===== src/co2dta_pkg.sv =====
// Shared types and constants for the CO2 delayed threshold alarm block.
// Used by the limit lane, the top level and the testbench; depends on nothing.
package co2dta_pkg;

   localparam int OUT_LIMITS    = 4;
   localparam int CSR_IDX_BITS  = 3;
   localparam int DELAY_MS_BITS = 26;

   localparam logic [15:0] LEVEL_CLAMP  = 16'd6000;
   localparam logic [14:0] CURRENT_BASE = 15'd4000;
   localparam logic [15:0] DIV3_RECIP   = 16'd43691;
   localparam int          DIV3_SHIFT   = 17;
   localparam logic [9:0]  MS_PER_S     = 10'd1000;

   localparam logic [15:0]              THRESHOLD_RESET = 16'hFFFF;
   localparam logic [DELAY_MS_BITS-1:0] PERIOD_RESET_MS = 26'd60000;

   typedef enum logic [CSR_IDX_BITS-1:0] {
      REG_THRESHOLD_1 = 3'd0,
      REG_THRESHOLD_2 = 3'd1,
      REG_THRESHOLD_3 = 3'd2,
      REG_THRESHOLD_4 = 3'd3,
      REG_DELAY_TABLE = 3'd4,
      REG_ID_SET_MASK = 3'd5,
      REG_CONT_PERIOD = 3'd6
   } csr_index_type;

   typedef enum logic [1:0] {
      EV_NONE     = 2'd0,
      EV_START    = 2'd1,
      EV_CONTINUE = 2'd2,
      EV_END      = 2'd3
   } event_type;

   typedef struct packed {
      logic [15:0]              threshold;
      logic [DELAY_MS_BITS-1:0] delay_ms;
   } limit_cfg_type;

endpackage


===== src/co2dta_limit.sv =====
// One alarm limit: threshold compare, qualifying delay and start/continue/end events.
// Depends on co2dta_pkg.
module co2dta_limit #(
   parameter int TIME_BITS = 32
) (
   input  logic                                    clock,
   input  logic                                    reset,
   input  logic                                    adv,
   input  logic                                    eval,
   input  co2dta_pkg::limit_cfg_type               cfg,
   input  logic [15:0]                             level,
   input  logic [co2dta_pkg::DELAY_MS_BITS-1:0]    period_ms,
   input  logic [TIME_BITS-1:0]                    now,
   output co2dta_pkg::event_type                   lim_event,
   output logic                                    crossed
);

   localparam int CMP_BITS = (TIME_BITS > co2dta_pkg::DELAY_MS_BITS) ?
                             TIME_BITS : co2dta_pkg::DELAY_MS_BITS;

   logic                 crossed_ff, crossed_in;
   logic                 running_ff, running_in;
   logic [TIME_BITS-1:0] dly_start_ff, dly_start_in;
   logic [TIME_BITS-1:0] last_cont_ff, last_cont_in;

   logic                 above;
   logic                 has_delay;
   logic                 delay_wait;
   logic                 cont_due;
   logic [TIME_BITS-1:0] elapsed_dly;
   logic [TIME_BITS-1:0] elapsed_cont;

   assign above        = level > cfg.threshold;
   assign has_delay    = cfg.delay_ms != '0;
   assign elapsed_dly  = now - dly_start_ff;
   assign elapsed_cont = now - last_cont_ff;
   assign delay_wait   = CMP_BITS'(elapsed_dly) < CMP_BITS'(cfg.delay_ms);
   assign cont_due     = CMP_BITS'(elapsed_cont) > CMP_BITS'(period_ms);

   always_comb begin
      crossed_in   = crossed_ff;
      running_in   = running_ff;
      dly_start_in = dly_start_ff;
      last_cont_in = last_cont_ff;
      lim_event    = co2dta_pkg::EV_NONE;
      if (above) begin
         if (has_delay && !running_ff) begin
            running_in   = 1'b1;
            dly_start_in = now;
         end else if (!(has_delay && delay_wait)) begin
            if (!crossed_ff) begin
               lim_event    = co2dta_pkg::EV_START;
               last_cont_in = now;
            end else if (cont_due) begin
               lim_event    = co2dta_pkg::EV_CONTINUE;
               last_cont_in = now;
            end
            crossed_in = 1'b1;
         end
      end else begin
         running_in = 1'b0;
         if (crossed_ff) begin
            lim_event  = co2dta_pkg::EV_END;
            crossed_in = 1'b0;
         end
      end
   end

   always_ff @(posedge clock) begin
      if (reset) begin
         crossed_ff <= 1'b0;
         running_ff <= 1'b0;
      end else if (adv && eval) begin
         crossed_ff <= crossed_in;
         running_ff <= running_in;
      end
   end

   always_ff @(posedge clock) begin
      if (adv && eval) begin
         dly_start_ff <= dly_start_in;
         last_cont_ff <= last_cont_in;
      end
   end

   assign crossed = crossed_ff;

endmodule


===== src/co2_delayed_threshold_alarms.sv =====
// Top level of the CO2 delayed threshold alarm block: handshakes, settings,
// sensor fault handling and the 4-20 mA output. Depends on co2dta_pkg and co2dta_limit.
//
// One poll tick is taken per clock cycle unless req_stall is high. A transfer on the
// request channel lands in an input register; once the response register can take it,
// the level, fault, buzzer and, with a known level, every limit lane are updated in a
// single pass and the result is held in the response register. The input register keeps
// taking ticks while a result waits; requests stall only when both registers are full.
// Settings are written through the csr port, which is always ready; the user must write
// them only while no tick is in flight, as the block itself does not enforce this.
module co2_delayed_threshold_alarms #(
   parameter int LIMIT_COUNT = 4,
   parameter int TIME_BITS   = 32
) (
   input  logic                                  clock,
   input  logic                                  reset,
   input  logic                                  req_valid,
   output logic                                  req_stall,
   input  logic                                  req_has_sample,
   input  logic                                  req_co2_present,
   input  logic [15:0]                           req_co2_ppm,
   input  logic [31:0]                           req_time_ms,
   output logic                                  rsp_valid,
   input  logic                                  rsp_stall,
   output logic [1:0]                            rsp_event_1,
   output logic [1:0]                            rsp_event_2,
   output logic [1:0]                            rsp_event_3,
   output logic [1:0]                            rsp_event_4,
   output logic [3:0]                            rsp_alarm_mask,
   output logic                                  rsp_fault_led,
   output logic                                  rsp_buzzer_on,
   output logic [14:0]                           rsp_loop_current_ua,
   input  logic                                  csr_valid,
   output logic                                  csr_ready,
   input  logic [co2dta_pkg::CSR_IDX_BITS-1:0]   csr_index,
   input  logic [63:0]                           csr_data
);

   localparam int NUM_LANES = (LIMIT_COUNT < co2dta_pkg::OUT_LIMITS) ?
                              LIMIT_COUNT : co2dta_pkg::OUT_LIMITS;
   localparam int DMS       = co2dta_pkg::DELAY_MS_BITS;

   logic [15:0]    thr_ff      [co2dta_pkg::OUT_LIMITS];
   logic [DMS-1:0] delay_ms_ff [co2dta_pkg::OUT_LIMITS];
   logic [3:0]     id_mask_ff;
   logic [DMS-1:0] period_ms_ff;

   logic        in_vld_ff, in_vld_in;
   logic        in_has_ff;
   logic        in_present_ff;
   logic [15:0] in_ppm_ff;
   logic [31:0] in_time_ff;

   logic        rsp_vld_ff, rsp_vld_in;
   logic        accept;
   logic        adv;

   logic        known_ff, known_in;
   logic [15:0] level_ff, level_in;
   logic        fault_ff, fault_in;
   logic        buzzer_ff, buzzer_in;
   logic        good_sample;

   logic [12:0] clamped;
   logic [15:0] scaled;
   logic [31:0] recip_prod;
   logic [13:0] quotient;
   logic [14:0] current_ff, current_in;

   logic [TIME_BITS-1:0]  now;
   co2dta_pkg::event_type ev_w  [co2dta_pkg::OUT_LIMITS];
   logic [1:0]            ev_ff [co2dta_pkg::OUT_LIMITS];
   logic [3:0]            crossed_w;

   // Settings.
   assign csr_ready = 1'b1;

   always_ff @(posedge clock) begin
      if (reset) begin
         for (int k = 0; k < co2dta_pkg::OUT_LIMITS; k++) begin
            thr_ff[k]      <= co2dta_pkg::THRESHOLD_RESET;
            delay_ms_ff[k] <= '0;
         end
         id_mask_ff   <= '0;
         period_ms_ff <= co2dta_pkg::PERIOD_RESET_MS;
      end else if (csr_valid && csr_ready) begin
         case (co2dta_pkg::csr_index_type'(csr_index))
            co2dta_pkg::REG_THRESHOLD_1, co2dta_pkg::REG_THRESHOLD_2,
            co2dta_pkg::REG_THRESHOLD_3, co2dta_pkg::REG_THRESHOLD_4: begin
               thr_ff[csr_index[1:0]] <= csr_data[15:0];
            end
            co2dta_pkg::REG_DELAY_TABLE: begin
               for (int k = 0; k < co2dta_pkg::OUT_LIMITS; k++) begin
                  delay_ms_ff[k] <= DMS'(csr_data[16*k +: 16]) *
                                    DMS'(co2dta_pkg::MS_PER_S);
               end
            end
            co2dta_pkg::REG_ID_SET_MASK: begin
               id_mask_ff <= csr_data[3:0];
            end
            co2dta_pkg::REG_CONT_PERIOD: begin
               period_ms_ff <= DMS'(csr_data[15:0]) * DMS'(co2dta_pkg::MS_PER_S);
            end
            default: begin
            end
         endcase
      end
   end

   // Handshake and pipeline control.
   assign req_stall  = in_vld_ff && rsp_vld_ff && rsp_stall;
   assign accept     = req_valid && !req_stall;
   assign adv        = in_vld_ff && (!rsp_vld_ff || !rsp_stall);
   assign in_vld_in  = accept ? 1'b1 : (adv ? 1'b0 : in_vld_ff);
   assign rsp_vld_in = adv ? 1'b1 : (rsp_stall ? rsp_vld_ff : 1'b0);

   // Sample handling.
   assign good_sample = in_present_ff && (in_ppm_ff != '0);

   always_comb begin
      known_in  = known_ff;
      level_in  = level_ff;
      fault_in  = fault_ff;
      buzzer_in = buzzer_ff;
      if (in_has_ff) begin
         if (good_sample) begin
            known_in  = 1'b1;
            level_in  = in_ppm_ff;
            fault_in  = 1'b0;
            buzzer_in = 1'b0;
         end else begin
            known_in  = 1'b0;
            fault_in  = 1'b1;
            buzzer_in = !buzzer_ff;
         end
      end
   end

   // Loop current: 4000 + (8 * min(level, 6000) + 1) / 3, via a reciprocal multiply.
   assign clamped    = (level_in > co2dta_pkg::LEVEL_CLAMP) ?
                       co2dta_pkg::LEVEL_CLAMP[12:0] : level_in[12:0];
   assign scaled     = {clamped, 3'b000} + 16'd1;
   assign recip_prod = 32'(scaled) * 32'(co2dta_pkg::DIV3_RECIP);
   assign quotient   = recip_prod[co2dta_pkg::DIV3_SHIFT +: 14];
   assign current_in = known_in ? (co2dta_pkg::CURRENT_BASE + 15'(quotient)) : '0;

   assign now = TIME_BITS'(in_time_ff);

   // Limit lanes.
   for (genvar gk = 0; gk < co2dta_pkg::OUT_LIMITS; gk++) begin : g_lane
      if (gk < NUM_LANES) begin : g_on
         co2dta_pkg::limit_cfg_type lane_cfg;

         assign lane_cfg.threshold = thr_ff[gk];
         assign lane_cfg.delay_ms  = delay_ms_ff[gk];

         co2dta_limit #(
            .TIME_BITS (TIME_BITS)
         ) u_limit (
            .clock     (clock),
            .reset     (reset),
            .adv       (adv),
            .eval      (known_in),
            .cfg       (lane_cfg),
            .level     (level_in),
            .period_ms (period_ms_ff),
            .now       (now),
            .lim_event (ev_w[gk]),
            .crossed   (crossed_w[gk])
         );
      end else begin : g_off
         assign ev_w[gk]      = co2dta_pkg::EV_NONE;
         assign crossed_w[gk] = 1'b0;
      end
   end

   // Control registers.
   always_ff @(posedge clock) begin
      if (reset) begin
         in_vld_ff  <= 1'b0;
         rsp_vld_ff <= 1'b0;
         known_ff   <= 1'b0;
         fault_ff   <= 1'b0;
         buzzer_ff  <= 1'b0;
      end else begin
         in_vld_ff  <= in_vld_in;
         rsp_vld_ff <= rsp_vld_in;
         if (adv) begin
            known_ff  <= known_in;
            fault_ff  <= fault_in;
            buzzer_ff <= buzzer_in;
         end
      end
   end

   // Payload registers.
   always_ff @(posedge clock) begin
      if (accept) begin
         in_has_ff     <= req_has_sample;
         in_present_ff <= req_co2_present;
         in_ppm_ff     <= req_co2_ppm;
         in_time_ff    <= req_time_ms;
      end
      if (adv) begin
         level_ff   <= level_in;
         current_ff <= current_in;
         for (int k = 0; k < co2dta_pkg::OUT_LIMITS; k++) begin
            ev_ff[k] <= (known_in && id_mask_ff[k]) ? ev_w[k] : co2dta_pkg::EV_NONE;
         end
      end
   end

   assign rsp_valid           = rsp_vld_ff;
   assign rsp_event_1         = ev_ff[0];
   assign rsp_event_2         = ev_ff[1];
   assign rsp_event_3         = ev_ff[2];
   assign rsp_event_4         = ev_ff[3];
   assign rsp_alarm_mask      = crossed_w;
   assign rsp_fault_led       = fault_ff;
   assign rsp_buzzer_on       = buzzer_ff;
   assign rsp_loop_current_ua = current_ff;

endmodule


===== config.mk =====
export PLATFORM = sky130hd
export DESIGN_NAME = co2_delayed_threshold_alarms
export DESIGN_NICKNAME = d
export VERILOG_FILES = /design/src/co2dta_pkg.sv /design/src/co2dta_limit.sv /design/src/co2_delayed_threshold_alarms.sv
export SDC_FILE = /design/constraint.sdc
export NUM_CORES = 2
export LEC_CHECK = 0
export BUFFER_PORTS_ARGS = -buffer_cell sky130_fd_sc_hd__buf_4
export CORE_MARGIN = 2
export CORE_UTILIZATION = 35
export CTS_BUF_LIST = sky130_fd_sc_hd__clkbuf_16
export DETAILED_ROUTE_END_ITERATION = 10
export GPL_TIMING_DRIVEN = 0
export SYNTH_ARGS = -nofsm -noshare
export SYNTH_HDL_FRONTEND = slang
export SYNTH_HIERARCHICAL = 1
export SYNTH_SLANG_ARGS = --single-unit

===== constraint.sdc =====
create_clock -name clock -period 21.2 [get_ports clock]
set_input_delay 2.12 -clock clock [delete_from_list [all_inputs] [get_ports clock]]
set_output_delay 2.12 -clock clock [all_outputs]
set_load 0.02 [all_outputs]

### Word level (Yosys, flattened, before mapping)

Memory sizes are Yosys's and may differ from the RTL's.
Cells that the tools add are included.

| storage, ports and cells | value |
|---|---|
| memory bits (writable) | 164 |
| memories kept | 3 |
| output and inout port bits | 32 |
| flip-flop bits (word level) | 377 |
| word-level logic and storage cells | 236 |
| input bits | 122 |

| operators by class | value |
|---|---|
| add/subtract/negate cells | 10 |
| magnitude comparators | 13 |
| mux-type cells | 86 |
| equality and inequality tests | 23 |
| reduce and logical (&&, ||, !) cells | 55 |
| multiply operators | 5 |
| bitwise gates (word level) | 12 |

Memory list:

| name | depth | bits a word | rd ports | clocked after memory_dff | wr ports | line | RTL |
|---|---|---|---|---|---|---|---|
| delay_ms_ff | 4 | 23 | 4 | 0 | 4 | co2_delayed_threshold_alarms.sv:44 | `logic [DMS-1:0] delay_ms_ff [co2dta_pkg::OUT_LIMITS];` |
| thr_ff | 4 | 16 | 4 | 0 | 4 | co2_delayed_threshold_alarms.sv:43 | `logic [15:0] thr_ff [co2dta_pkg::OUT_LIMITS];` |
| ev_ff | 4 | 2 | 4 | 0 | 4 | co2_delayed_threshold_alarms.sv:72 | `logic [1:0] ev_ff [co2dta_pkg::OUT_LIMITS];` |

Operators by type and width:

| operator | count |
|---|---|
| 32-bit 2-to-1 mux | 8 |
| 32-bit subtractor | 8 |
| 32-bit by 26-bit greater-than comparator with 1-bit output | 4 |
| 32-bit by 26-bit < comparator with 1-bit output | 4 |
| 26-bit nonzero test | 4 |
| 16-bit by 7-bit multiplier with 23-bit output, second input constant | 4 |
| 23-bit 2-to-1 mux | 4 |
| 16-bit greater-than comparator | 4 |
| 2-bit 2-to-1 mux | 29 |
| 16-bit 2-to-1 mux | 3 |
| 1-bit 2-to-1 mux | 41 |
| 2-bit != test, second input constant | 16 |
| 16-bit by 16-bit multiplier with 31-bit output, second input constant | 1 |
| 3-bit AND reduction | 8 |
| 5-bit AND reduction | 4 |
| 1-bit logical AND | 18 |
| 16-bit by 1-bit adder with 16-bit output, second input constant | 1 |
| 16-bit by 13-bit greater-than comparator with 1-bit output, second input constant | 1 |
| 16-bit nonzero test | 1 |
| 16-bit OR reduction | 1 |
| 12-bit by 14-bit adder with 15-bit output, first input constant | 1 |
| 2-bit AND reduction | 7 |
| 13-bit 2-to-1 mux | 1 |
| 3-bit == test, second input constant | 3 |
| other kinds (10) | 28 |

### Depth between registers and ports, before layout

| logic depth | value |
|---|---|
| word-level depth | 9 |
| depth in mapped cells | 31 |
| mapped depth without buffers | 30 |

### By module

Netlist, hierarchy kept.

By module, submodules not included:

| module | cells an instance | sequential area each (um2) | area an instance (um2) | instances |
|---|---|---|---|---|
| co2_delayed_threshold_alarms | 2011 | 7997.7 | 23697.7 | 1 |
| co2dta_limit at g_lane[3].g_on.u_limit | 890 | 1961.9 | 7576.0 | 1 |
| co2dta_limit at g_lane[2].g_on.u_limit | 870 | 1961.9 | 7460.9 | 1 |
| co2dta_limit at g_lane[0].g_on.u_limit | 846 | 1961.9 | 7290.7 | 1 |
| co2dta_limit at g_lane[1].g_on.u_limit | 841 | 1961.9 | 7272.0 | 1 |

### Worst setup path after synthesis

OpenSTA, ideal clock, no wires.

| timing path | value |
|---|---|
| path type | input -> register |
| start | input rsp_stall |
| end | register g_lane[2].g_on.u_limit.last_cont_ff[0], enable pin |
| cell stages on the path | 3 |
| setup time | 0.522 ns |
| path slack | 10.790 ns |
| buffers on the path | 0 |
| arrival time | 9.888 ns |
| data required time | 20.678 ns |
| cells stage by stage | a21boi_0 > nand2_1 > a2111oi_1 |

| between the ends | value |
|---|---|
| cells in the longest elaborated chain, start to end | 5 |

Ends and longest elaborated chain:

| item | line | RTL |
|---|---|---|
| from (decl) | co2_delayed_threshold_alarms.sv:24 | `input logic rsp_stall,` |
| 1-bit logical NOT | co2_delayed_threshold_alarms.sv:113 | `assign adv = in_vld_ff && (!rsp_vld_ff \|\| !rsp_stall);` |
| 1-bit logical OR | co2_delayed_threshold_alarms.sv:113 |  |
| 1-bit logical AND | co2_delayed_threshold_alarms.sv:113 |  |
| 1-bit logical AND | co2dta_limit.sv:80 | `if (adv && eval) begin` |
| 5-bit AND reduction (no line) | n/a |  |
| to (signal assigned) | co2dta_limit.sv:82 | `last_cont_ff <= last_cont_in;` |
| to (decl) | co2dta_limit.sv:24 | `logic [TIME_BITS-1:0] last_cont_ff, last_cont_in;` |

Every way passes these cells.
A chain may end at the register's enable or synchronous reset.

### Final worst setup path

| timing path | value |
|---|---|
| start | register in_ppm_ff[1] |
| end | register current_ff[14] (netlist: rsp_loop_current_ua[14]) (data pin) |

| between the ends | value |
|---|---|
| cells in the longest elaborated chain, start to end | 9 |
| elaborated cells on any way between the ends | 11 |
| those cells by class | add/sub: 2; mul: 1; order compare: 1; mux: 5; reduce/logical: 2 |

Ends and longest elaborated chain:

| item | line | RTL |
|---|---|---|
| from (decl) | co2_delayed_threshold_alarms.sv:51 | `logic [15:0] in_ppm_ff;` |
| from (signal assigned) | co2_delayed_threshold_alarms.sv:201 | `in_ppm_ff <= req_co2_ppm;` |
| 16-bit nonzero test (*) | co2_delayed_threshold_alarms.sv:118 | `assign good_sample = in_present_ff && (in_ppm_ff != '0);` |
| 1-bit logical AND (*) | co2_delayed_threshold_alarms.sv:118 |  |
| 16-bit 2-to-1 mux (*) | co2_delayed_threshold_alarms.sv:126 | `if (good_sample) begin` |
| 16-bit 2-to-1 mux (*) | co2_delayed_threshold_alarms.sv:125 | `if (in_has_ff) begin` |
| named net level_in[11] | co2_delayed_threshold_alarms.sv:59 | `logic [15:0] level_ff, level_in;` |
| 16-bit by 13-bit greater-than comparator with 1-bit output | co2_delayed_threshold_alarms.sv:140 | `assign clamped = (level_in > co2dta_pkg::LEVEL_CLAMP) ?` |
| 13-bit 2-to-1 mux (*) | co2_delayed_threshold_alarms.sv:140 |  |
| 16-bit by 1-bit adder with 16-bit output (*) | co2_delayed_threshold_alarms.sv:142 | `assign scaled = {clamped, 3'b000} + 16'd1;` |
| 16-bit by 16-bit multiplier with 31-bit output (*) | co2_delayed_threshold_alarms.sv:143 | `assign recip_prod = 32'(scaled) * 32'(co2dta_pkg::DIV3_RECIP);` |
| 12-bit by 14-bit adder with 15-bit output (*) | co2_delayed_threshold_alarms.sv:145 | `assign current_in = known_in ? (co2dta_pkg::CURRENT_BASE + 15'(quotient)) : '0;` |
| to (signal assigned) | co2_delayed_threshold_alarms.sv:206 | `current_ff <= current_in;` |
| to (decl) | co2_delayed_threshold_alarms.sv:68 | `logic [14:0] current_ff, current_in;` |

The timed path passes the listed nets; every way through them passes the cells marked *.

==> impl_metrics.env <==
export IMPL_fmax_ghz=0.1082
export IMPL_clockBufferDepth=3
export IMPL_ir_drop_uv=51.28
export IMPL_worstMarginPinSlew_ns=1.353
export IMPL_syn_avg_cell_area_um2=9.765
export IMPL_die_h_um=394.2
export IMPL_syn_to_final_growth_pct=12.28
export IMPL_clockRootBuffer="clkbuf_16"
export IMPL_crit_family="adder cells"
export IMPL_dieArea_um2=155400
export IMPL_rrSetupSlack_ns=11.96
export IMPL_path_depth=29
export IMPL_path_clk_slew_ns=0.06
export IMPL_gp_congestion=0.9018
export IMPL_tritoncts="built"
export IMPL_r2r_cells=29
export IMPL_antenna_found_initial=9
export IMPL_io_buffers=152
export IMPL_period_minus_slack_ns=9.238
export IMPL_cts_hold_buf=0
export IMPL_htreeDepth=3
export IMPL_std_cell_rows=143
export IMPL_hold_depth=2
export IMPL_ant_nets=0
export IMPL_fin_ws_ns=11.96
export IMPL_synth_area_top_cells="edfxtp_1 (28%), ha_1 (20%), fa_1 (11%)"
export IMPL_fin_nets=6995
export IMPL_fin_cells=7842
export IMPL_core_area_um2=151500
export IMPL_drc=0
export IMPL_dr_pass1_iters=5
export IMPL_hold_path_class="reg -> reg"
export IMPL_overflow=0
export IMPL_die_w_um=394.2
export IMPL_synth_warnings=6
export IMPL_fillers=15010
export IMPL_finalSetupTns_ns=0
export IMPL_synth_edff_count=501
export IMPL_cp_start_kind="register"
export IMPL_synth_top_area_frac=0.2823
export IMPL_hold_violations=0
export IMPL_crit_path_top_delay_cell="or4_1"
export IMPL_drt_iter0_drc=2333
export IMPL_worstPathArrival_ns=9.68
export IMPL_clock_latency_ns=0.67
export IMPL_initial_utilization=0.3517
export IMPL_syn_area_um2=53300
export IMPL_placed_cells=7714
export IMPL_grt_max_degree=70
export IMPL_min_to="rsp_fault_led"
export IMPL_synth_main_ff_cell="edfxtp_1"
export IMPL_setup_violations=0
export IMPL_diodes=0
export IMPL_cp_max_fo=10
export IMPL_top_level_ports=154
export IMPL_track_usage=0.1803
export IMPL_cts_inserted_buffers=71
export IMPL_crit_top_cell="inv_1"
export IMPL_hpwl_um=110600
export IMPL_cp_required_ns=21.65
export IMPL_p_leak_uw=0.02666
export IMPL_drive_gt1_frac=0.07553
export IMPL_p_total_uw=4739
export IMPL_p_per_area_nw_per_um2=79.19
export IMPL_rsz0062_at_grt="false"
export IMPL_relSlewSlack=0.09793
export IMPL_cts_setup_buffers=0
export IMPL_drt_total_wl_um=140700
export IMPL_post_drt_wl_per_cell_um=17.94
export IMPL_yosysTopAreaCell="edfxtp_1"
export IMPL_timing_rr_end="rsp_loop_current_ua[14]"
export IMPL_ys_ff_latch=541
export IMPL_place_ws_ns=12.01
export IMPL_synth_cells=5458
export IMPL_holdWs_ns=0.4784
export IMPL_yosysSeqAreaShare=0.2973
export IMPL_via_count=40410
export IMPL_clock_skew_ns=0.03333
export IMPL_path_buf_inv=7
export IMPL_synth_distinct_cells=123
export IMPL_grt_pass1_wl_um=222600
export IMPL_min_period_over_period=0.4358
export IMPL_path_class="reg -> reg"
export IMPL_r2r_start="in_ppm_ff[1]"
export IMPL_endpoint_kind="register"
export IMPL_cap_violations=0
export IMPL_finalMaxSlewViolations=0
export IMPL_hp_start="rsp_fault_led"
export IMPL_via_per_inst=5.153
export IMPL_status="finished clean"
export IMPL_cts_sinks=541
export IMPL_cts_resized=0
export IMPL_slowest_delay_ns=0.60
export IMPL_grt_pass1_vias=40170
export IMPL_ys_async_sr_fraction=0
## logic make-up (layout without fill, tap and decap cells)
logic type	after synthesis	in the layout	share of synthesized area
flip-flops	541	541	0.2973
other	2	37	0.0001409
AND/OR/NAND/NOR	1313	1313	0.1250
XOR/XNOR	290	290	0.04766
multiplexers	32	32	0.006338
AO/OA/AOI/OAI	1263	1263	0.1578
buffers and inverters	901	1220	0.06378
adder cells (fa/ha/maj)	1116	1116	0.3020
## area by class of cell
type                    count  area [um2]  area share
clock inverters            57       455.4    0.007610
well taps                2030        2540     0.04244
repair buffers            191        1545     0.02582
plain buffers              69       276.5    0.004621
flip-flops and latches    541       15850      0.2648
inverters                 832        3123     0.05218
clock buffers              71        1777     0.02969
multi-input cells        4051       34280      0.5729
## sequential cells by signal, indices dropped and copies added, names as in the netlist
register	count
g_lane.g_on.u_limit/running_ff	4
level_ff	16
in_present_ff	1
thr_ff	64
delay_ms_ff	92
in_has_ff	1
rsp_fault_led	1
g_lane.g_on.u_limit/last_cont_ff	128
in_vld_ff	1
ev_ff	8
rsp_buzzer_on	1
known_ff	1
period_ms_ff	23
rsp_loop_current_ua	15
in_ppm_ff	16
rsp_valid	1
in_time_ff	32
id_mask_ff	4
g_lane.g_on.u_limit/crossed	4
g_lane.g_on.u_limit/dly_start_ff	128
## cells in the mapped netlist (52+ instances only)
cell type,instances
ha_1,832
inv_1,831
edfxtp_1,501
a21oi_1,384
nor2_1,326
fa_1,284
nand2_1,284
xnor2_1,183
o21ai_0,167
a21o_1,155
nand3_1,119
xor2_1,107
nand4_1,80
nor3_1,75
o21a_1,72
a211oi_1,62
nand2b_1,56
and3_1,53
clkbuf_1,53
and2_1,52
nor4_1,52
## worst reg2reg max path: cells and delay by family (launching register included)
family / cells / cell delay [ns]
simple gates: 7 / 2.19
mux: 1 / 0.25
fa+ha+maj: 7 / 3.07
buf+inv: 7 / 1.07
compound gates: 7 / 1.99
flops: 1 / 0.46
## placed cells by master (no fill, tap or decap), drive strengths merged, types with 36 or more instances in the layout
| master | netlist | final |
|---|---|---|
| nor2 | 327 | 327 |
| a211oi | 66 | 66 |
| or2 | 54 | 54 |
| o211ai | 47 | 47 |
| fa | 284 | 284 |
| a21o | 158 | 158 |
| xnor2 | 183 | 183 |
| o21bai | 36 | 36 |
| a21oi | 388 | 388 |
| inv | 832 | 854 |
| and3 | 55 | 55 |
| o21a | 73 | 73 |
| nor3 | 77 | 77 |
| a31oi | 45 | 45 |
| nand2 | 285 | 285 |
| conb | 2 | 37 |
| nor2b | 51 | 51 |
| dfxtp | 40 | 40 |
| nand3 | 120 | 120 |
| nand4 | 80 | 80 |
| xor2 | 107 | 107 |
| nor4 | 53 | 53 |
| clkbuf | 54 | 125 |
| buf | 15 | 206 |
| nand2b | 56 | 56 |
| edfxtp | 501 | 501 |
| and2 | 57 | 57 |
| o21ai | 201 | 201 |
| ha | 832 | 832 |
## stage by stage
step | util | cell area [um2]
floorplan | - | 53430
global placement | 0.3768 | 57110
detailed placement | 0.3802 | 57610
CTS | 0.3949 | 59840
global route | 0.3949 | 59840
finish | 0.3949 | 59840
## worst max path at each step
| stage | startpoint | to | slack, ns |
|---|---|---|---|
| finish | in_ppm_ff[1] | rsp_loop_current_ua[14] | 11.96 |
| global route | in_ppm_ff[1] | rsp_loop_current_ua[14] | 11.51 |
| CTS | in_ppm_ff[1] | rsp_loop_current_ua[14] | 11.99 |
| detailed placement | in_ppm_ff[1] | rsp_loop_current_ua[14] | 12.01 |
| global placement | rsp_stall | g_lane[2].g_on.u_limit/last_cont_ff[28] | 4.49 |
| floorplan | rsp_stall | g_lane[2].g_on.u_limit/last_cont_ff[0] | 10.79 |
## layer usage
layer  share of wire  track usage  wire length [um]
met4           0.028      0.05603              3970
met2            0.49       0.3153             68600
met3           0.037      0.01709              5237
met1            0.45       0.2340             62850
met5               0            0                 0
## report_power, final
group	leakage [uW]	internal, uW	switching, uW
registers	0.00502	1230	67.5
logic	0.0205	989	1290
clock network	0.00113	666	500
total	0.0267	2880	1860
Note: power is estimated with default switching activity, not from simulation.
